==> src/sv/fpfd_pkg.sv <==
// Shared constants and pipeline payload type for the fixed-point fraction divider.
package fpfd_pkg;

    localparam int DIVIDEND_BITS   = 32;
    localparam int STEPS_PER_STAGE = 4;
    localparam int NUM_STAGES      = (DIVIDEND_BITS + STEPS_PER_STAGE - 1) / STEPS_PER_STAGE;
    localparam int WORK_BITS       = NUM_STAGES * STEPS_PER_STAGE;
    localparam int SCALE_SHIFT     = 4;
    localparam int DIVISOR_LSB     = 12;
    localparam int DIVISOR_BITS    = 16;
    localparam int IN_BITS         = 32;
    localparam int OUT_BITS        = 32;

    typedef struct packed {
        logic [DIVISOR_BITS-1:0] divisor;
        logic [DIVISOR_BITS-1:0] rem;
        logic [WORK_BITS-1:0]    work;
        logic                    div_zero;
    } fpfd_data_t;

endpackage

==> src/sv/fpfd_prep.sv <==
// Input register stage: forms the scaled dividend and the integer divisor.
module fpfd_prep
    import fpfd_pkg::*;
(
    input  logic                aclk,
    input  logic                aresetn,
    input  logic                s_valid,
    output logic                s_ready,
    input  logic [IN_BITS-1:0]  s_numerator,
    input  logic [IN_BITS-1:0]  s_denominator,
    output logic                dn_valid,
    input  logic                dn_ready,
    output fpfd_data_t          dn_data
);

    logic                    valid_reg;
    fpfd_data_t              data_reg;
    fpfd_data_t              data_next;
    logic [DIVIDEND_BITS-1:0] dividend;
    logic [DIVISOR_BITS-1:0] divisor;

    assign s_ready  = !valid_reg || dn_ready;
    assign dn_valid = valid_reg;
    assign dn_data  = data_reg;

    always_comb begin
        dividend = DIVIDEND_BITS'({s_numerator, {SCALE_SHIFT{1'b0}}});
        divisor  = s_denominator[DIVISOR_LSB +: DIVISOR_BITS];
        data_next.divisor  = divisor;
        data_next.rem      = '0;
        data_next.work     = WORK_BITS'(dividend);
        data_next.div_zero = (divisor == '0);
    end

    always_ff @(posedge aclk) begin
        if (!aresetn) begin
            valid_reg <= 1'b0;
        end else if (s_ready) begin
            valid_reg <= s_valid;
        end
    end

    always_ff @(posedge aclk) begin
        if (s_ready && s_valid) begin
            data_reg <= data_next;
        end
    end

endmodule

==> src/sv/fpfd_stage.sv <==
// One divider pipeline stage: STEPS_PER_STAGE restoring division steps and a register.
module fpfd_stage
    import fpfd_pkg::*;
(
    input  logic       aclk,
    input  logic       aresetn,
    input  logic       up_valid,
    output logic       up_ready,
    input  fpfd_data_t up_data,
    output logic       dn_valid,
    input  logic       dn_ready,
    output fpfd_data_t dn_data
);

    logic       valid_reg;
    fpfd_data_t data_reg;
    fpfd_data_t data_next;

    assign up_ready = !valid_reg || dn_ready;
    assign dn_valid = valid_reg;
    assign dn_data  = data_reg;

    always_comb begin
        logic [DIVISOR_BITS:0]   trial;
        logic [DIVISOR_BITS-1:0] rem;
        logic [WORK_BITS-1:0]    work;
        rem   = up_data.rem;
        work  = up_data.work;
        trial = '0;
        for (int k = 0; k < STEPS_PER_STAGE; k++) begin
            trial = {rem, work[WORK_BITS-1]};
            work  = {work[WORK_BITS-2:0], 1'b0};
            if (trial >= {1'b0, up_data.divisor}) begin
                trial   = trial - {1'b0, up_data.divisor};
                work[0] = 1'b1;
            end
            rem = trial[DIVISOR_BITS-1:0];
        end
        data_next          = up_data;
        data_next.rem      = rem;
        data_next.work     = work;
    end

    always_ff @(posedge aclk) begin
        if (!aresetn) begin
            valid_reg <= 1'b0;
        end else if (up_ready) begin
            valid_reg <= up_valid;
        end
    end

    always_ff @(posedge aclk) begin
        if (up_ready && up_valid) begin
            data_reg <= data_next;
        end
    end

endmodule

==> src/sv/fpfd_round.sv <==
// Output register stage: rounds the quotient and substitutes the zero-divisor result.
module fpfd_round
    import fpfd_pkg::*;
(
    input  logic                aclk,
    input  logic                aresetn,
    input  logic                up_valid,
    output logic                up_ready,
    input  fpfd_data_t          up_data,
    output logic                m_valid,
    input  logic                m_ready,
    output logic [OUT_BITS-1:0] m_quotient,
    output logic                m_divide_by_zero
);

    logic                valid_reg;
    logic [OUT_BITS-1:0] quotient_reg;
    logic [OUT_BITS-1:0] quotient_next;
    logic                dz_reg;
    logic                round_up;
    logic [WORK_BITS:0]  sum;

    assign up_ready         = !valid_reg || m_ready;
    assign m_valid          = valid_reg;
    assign m_quotient       = quotient_reg;
    assign m_divide_by_zero = dz_reg;

    always_comb begin
        round_up = ({up_data.rem, 1'b0} >= {1'b0, up_data.divisor});
        sum      = {1'b0, up_data.work} + (WORK_BITS + 1)'(round_up);
        if (up_data.div_zero) begin
            quotient_next = '1;
        end else begin
            quotient_next = OUT_BITS'(sum);
        end
    end

    always_ff @(posedge aclk) begin
        if (!aresetn) begin
            valid_reg <= 1'b0;
        end else if (up_ready) begin
            valid_reg <= up_valid;
        end
    end

    always_ff @(posedge aclk) begin
        if (up_ready && up_valid) begin
            quotient_reg <= quotient_next;
            dz_reg       <= up_data.div_zero;
        end
    end

endmodule

==> src/sv/fixed_point_fraction_divider_core.sv <==
// Top level of the pipelined Q12 by Q12 to Q16 rounded fraction divider.
//
//  channel | direction | fields                          | handshake
//  s_      | in        | s_numerator, s_denominator      | s_valid / s_ready
//  m_      | out       | m_quotient, m_divide_by_zero    | m_valid / m_ready
//
// One beat is accepted per cycle while the output is not stalled; each beat passes
// through an input register, NUM_STAGES stages of four restoring steps each,
// and a rounding output register.
// Reset clears only the stage valid bits; the block is ready the cycle after.
// Each stage holds its beat while the next one is full and stalled, so a stall
// at the output fills empty stages first and only then backs up to s_ready.
module fixed_point_fraction_divider_core
    import fpfd_pkg::*;
(
    input  logic                aclk,
    input  logic                aresetn,
    input  logic                s_valid,
    output logic                s_ready,
    input  logic [IN_BITS-1:0]  s_numerator,
    input  logic [IN_BITS-1:0]  s_denominator,
    output logic                m_valid,
    input  logic                m_ready,
    output logic [OUT_BITS-1:0] m_quotient,
    output logic                m_divide_by_zero
);

    logic       pipe_valid [NUM_STAGES+1];
    logic       pipe_ready [NUM_STAGES+1];
    fpfd_data_t pipe_data  [NUM_STAGES+1];

    fpfd_prep u_prep (
        .aclk          (aclk),
        .aresetn       (aresetn),
        .s_valid       (s_valid),
        .s_ready       (s_ready),
        .s_numerator   (s_numerator),
        .s_denominator (s_denominator),
        .dn_valid      (pipe_valid[0]),
        .dn_ready      (pipe_ready[0]),
        .dn_data       (pipe_data[0])
    );

    for (genvar g = 0; g < NUM_STAGES; g++) begin : g_stage
        fpfd_stage u_stage (
            .aclk     (aclk),
            .aresetn  (aresetn),
            .up_valid (pipe_valid[g]),
            .up_ready (pipe_ready[g]),
            .up_data  (pipe_data[g]),
            .dn_valid (pipe_valid[g+1]),
            .dn_ready (pipe_ready[g+1]),
            .dn_data  (pipe_data[g+1])
        );
    end

    fpfd_round u_round (
        .aclk             (aclk),
        .aresetn          (aresetn),
        .up_valid         (pipe_valid[NUM_STAGES]),
        .up_ready         (pipe_ready[NUM_STAGES]),
        .up_data          (pipe_data[NUM_STAGES]),
        .m_valid          (m_valid),
        .m_ready          (m_ready),
        .m_quotient       (m_quotient),
        .m_divide_by_zero (m_divide_by_zero)
    );

endmodule

==> config.mk <==
export PLATFORM = sky130hd
export DESIGN_NAME = fixed_point_fraction_divider_core
export DESIGN_NICKNAME = d
export VERILOG_FILES = /design/src/sv/fpfd_pkg.sv /design/src/sv/fpfd_prep.sv /design/src/sv/fpfd_stage.sv /design/src/sv/fpfd_round.sv /design/src/sv/fixed_point_fraction_divider_core.sv
export SDC_FILE = /design/constraint.sdc
export NUM_CORES = 2
export LEC_CHECK = 0
export BUFFER_PORTS_ARGS = -buffer_cell sky130_fd_sc_hd__buf_2
export CORE_MARGIN = 5
export CORE_UTILIZATION = 59
export CTS_CLUSTER_DIAMETER = 150
export DETAILED_ROUTE_END_ITERATION = 16
export PLACE_DENSITY = 0.75
export SYNTH_ARGS = -nofsm -noshare
export SYNTH_HDL_FRONTEND = slang
export SYNTH_SLANG_ARGS = --single-unit
export TNS_END_PERCENT = 5
==> constraint.sdc <==
create_clock -name aclk -period 10.2 [get_ports aclk]
set_input_delay 1.02 -clock aclk [delete_from_list [all_inputs] [get_ports aclk]]
set_output_delay 1.02 -clock aclk [all_outputs]
set_load 0.02 [all_outputs]
==> results.yml <==
timing:
  period_share_pct: 98.14
  clock.fmax_ghz: 0.09990
  finalSetupViolCount: 0
  max-slew-margin-rel_pct: 31.35
  worst_pin_slew_ns: 1.028
  fin_crit_ns: 10.01
  hold_viol: 0
  rsz0062_at_grt: "true"
  skew_ns: 0.03273
  maxSlewViolCount: 0
critical_path:
  cp.required_ns: 10.56
  start_kind: "flip-flop"
  crit_path_end_kind: "flip-flop"
  critPathMaxStageDelay_ns: 0.48
  rrSetupSlack_ns: 0.19
  crit_slowest_cell: "a221o_2"
  worst-setup-path-type: "flip-flop to flip-flop"
  path_max_fanout: 10
  cp_data_arrival_time_ns: 10.37
place:
  placed_area_mm2: 0.05266
  place_inst: 6359
  gp_congestion: 0.9487
  place_hpwl_mm: 99.60
  portBuffers: 82
routing:
  vias_per_cell: 6.075
  drc: 0
  antenna_left: 0
  dr.pass1.iters: 6
  dr.first_iter.drc_count: 2967
  wl_mm: 127.3
  wl_per_cell_um: 19.58
  via_count: 39520
cells_and_area:
  syn_to_final_growth_pct: 18.98
  drive_gt1_share_pct: 21.57
  nNetsFinal: 6014
  fin_area_mm2: 0.05567
  final_util_pct: 70.58
  finalNonFillerCells: 6505
synthesis:
  synth_area_mm2: 0.04679
  synth_seq_area_share_pct: 37.01
  syn-num-nets: 5346
  postSynthAreaPerCell_um2: 9.875
  async_flop_share_pct: 0
  ys.flop_type: "edfxtp_1"
  ys_ff_latch: 580
  synthTopCellsByArea: "edfxtp_1 37%, ha_1 14%, xnor2_1 4.4%"
  yosysUniqueCellTypes: 102
  synth_top_area_share_pct: 36.58
  yosys_warnings: 0
  synthCells: 4738
  yosys.area.top_type: "edfxtp_1"
  synth-edff-count: 570
status:
  status: "finished, final reports clean"
floorplan:
  core_mm2: 0.07887
  dieWidth_um: 291.6
  fp.dieH_um: 291.6
  rows: 103
  pin_count: 103
  dieArea_mm2: 0.08503
  start_util_pct: 59.32
run:
  max_cap_viol_count: 0
clock_tree:
  clock_latency_ns: 0.62
  holdBufCountCts: 0
  path_clk_slew_ns: 0.06
  cts_buffer_depth: 3
  cts_tree: "done"
  cts_max_level: 3
  cts_buffers: 66
  cts-root-buf: "clkbuf_16"
  clock_sinks: 580
global_routing:
  grt_pass1_wl_mm: 198.0
  antenna_found_initial: 1
  grt_pass1_vias: 37910
  grt_usage_pct: 28.49
  grt-ovfl-total: 0
  grt_max_degree: 66
power:
  peakVddDrop_mv: 0.1907
  p_leak_nw: 23.51
  p_per_area_mw_per_mm2: 191.1
worst_hold_path:
  hold_class: "flip-flop to flip-flop"
[cell families (layout without fill, tap and decap cells)]
kind of cell / count (synthesis) / after routing / synth area share [%]
xor gates and xnor gates: 368 / 368 / 6.889
other: 0 / 2 / 0
AOI/OAI and AO/OA: 1320 / 1321 / 18.50
buffers and inverters: 425 / 1139 / 3.533
muxes: 237 / 237 / 5.624
DFF: 580 / 580 / 37.01
and+or+nand+nor: 1268 / 1268 / 13.55
adders and majority gates: 540 / 540 / 14.89
[critical path: cells and delay by family (launching register included)]
kind,cells,cell delay [ns]
AO/OA/AOI/OAI,24,5.06
AND/OR/NAND/NOR,7,1.42
adder cells (fa/ha/maj),4,1.09
multiplexers,3,0.98
buffers and inverters,6,0.76
flip-flops,1,0.42
[cells in the final DEF, fill, tap and decap left out, drive strengths merged, types with 39 or more instances in the layout]
master	n
o21ai	280
nor2	323
a21oi	376
inv	345
nand2b	76
xor2	131
buf	683
nand4	86
clkbuf	83
nor2b	88
o21bai	55
nor4	39
nor3	98
mux2i	51
a31oi	46
edfxtp	570
xnor2	237
ha	512
nand2	294
mux2	186
nand3	81
o21a	92
a21o	131
[worst paths after layout]
| check | start | to | depth (start not counted) |
|---|---|---|---|
| worst min register to register | g_stage[0].u_stage.dn_data[21] | g_stage[1].u_stage.dn_data[25] | 0 |
| worst max-delay path | g_stage[1].u_stage.dn_data[35] | g_stage[2].u_stage.dn_data[47] | 44 |
| worst min-delay path | g_stage[0].u_stage.dn_data[21] | g_stage[1].u_stage.dn_data[25] | 0 |
| worst max register to register | g_stage[1].u_stage.dn_data[35] | g_stage[2].u_stage.dn_data[47] | 44 |
[timing repair]
action | in CTS | in global routing
endpoints found under the setup margin | 30 | 131
cloned | 0 | 3
pin swaps | 1 | 32
setup buffers | 0 | 26
endpoints found under the hold margin | 0 | 0
gates resized for setup | 4 | 161
[synthesized netlist by cell type, types with 28 or more instances]
cell type / instances
nor4_1: 39
o211ai_1: 28
ha_1: 512
o21ai_0: 274
o221ai_1: 32
nand4_1: 86
fa_1: 28
a21oi_1: 373
o31ai_1: 32
a21boi_0: 29
xor2_1: 131
edfxtp_1: 570
xnor2_1: 237
and3_1: 35
nand2b_1: 75
o21bai_1: 55
nand3_1: 81
nor3_1: 97
or2_2: 28
nand2_1: 293
o21a_1: 92
a211oi_1: 31
nor2b_1: 88
nor2_1: 323
mux2i_1: 51
inv_1: 330
a21o_1: 131
clkbuf_1: 55
a31oi_1: 45
mux2_2: 175
[area by class of cell]
| type | count | area, um2 |
|---|---|---|
| timing repair buffer | 685 | 5039 |
| fill | 5903 | 23200 |
| inverter | 339 | 1272 |
| clock inverter | 32 | 385.4 |
| multi-input combinational | 3734 | 28600 |
| sequential | 580 | 17320 |
| tap | 1050 | 1314 |
| clock buffer | 83 | 1735 |
| antenna | 2 | 5.005 |
[stage by stage]
step / power [mW] / worst slack, ns / hold slack [ns] / TNS [ns]
final: 10.64 / 0.1901 / 0.4092 / 0
after detailed placement: 8.101 / -0.05699 / 0.4045 / -0.09473
after floorplan: 6.497 / -0.08329 / 0.4003 / -0.8529
after global routing: 11.30 / -0.1486 / 0.4221 / -3.962
after global placement: 7.969 / 0.09804 / 0.4002 / 0
after CTS: 10.48 / -0.0001616 / 0.4119 / -0.0001616
[flip-flops by register name, indices dropped and copies added (netlist names)]
signal                    count
u_prep.dn_valid               1
u_round.m_quotient           32
u_round.m_divide_by_zero      1
u_round.m_valid               1
g_stage.u_stage.dn_data     492
g_stage.u_stage.dn_valid      8
u_prep.dn_data               45
[power breakdown]
part / internal (mW) / switching [mW]
sequential: 2.84 / 0.0327
clock: 1.33 / 0.997
combinational: 2.70 / 2.73
total: 6.88 / 3.76
[routing by layer]
| metal | global-route usage (%) | share of wire [%] | vias up |
|---|---|---|---|
| li1 | - | - | 19130 |
| met1 | 38.64 | 43 | 18740 |
| met2 | 46.88 | 46 | 1326 |
| met3 | 3.293 | 6.3 | 318 |
| met5 | 0 | 0.016 | - |
| met4 | 11.83 | 4.3 | 2 |
No activity file was read; power rests on OpenSTA's default activity.
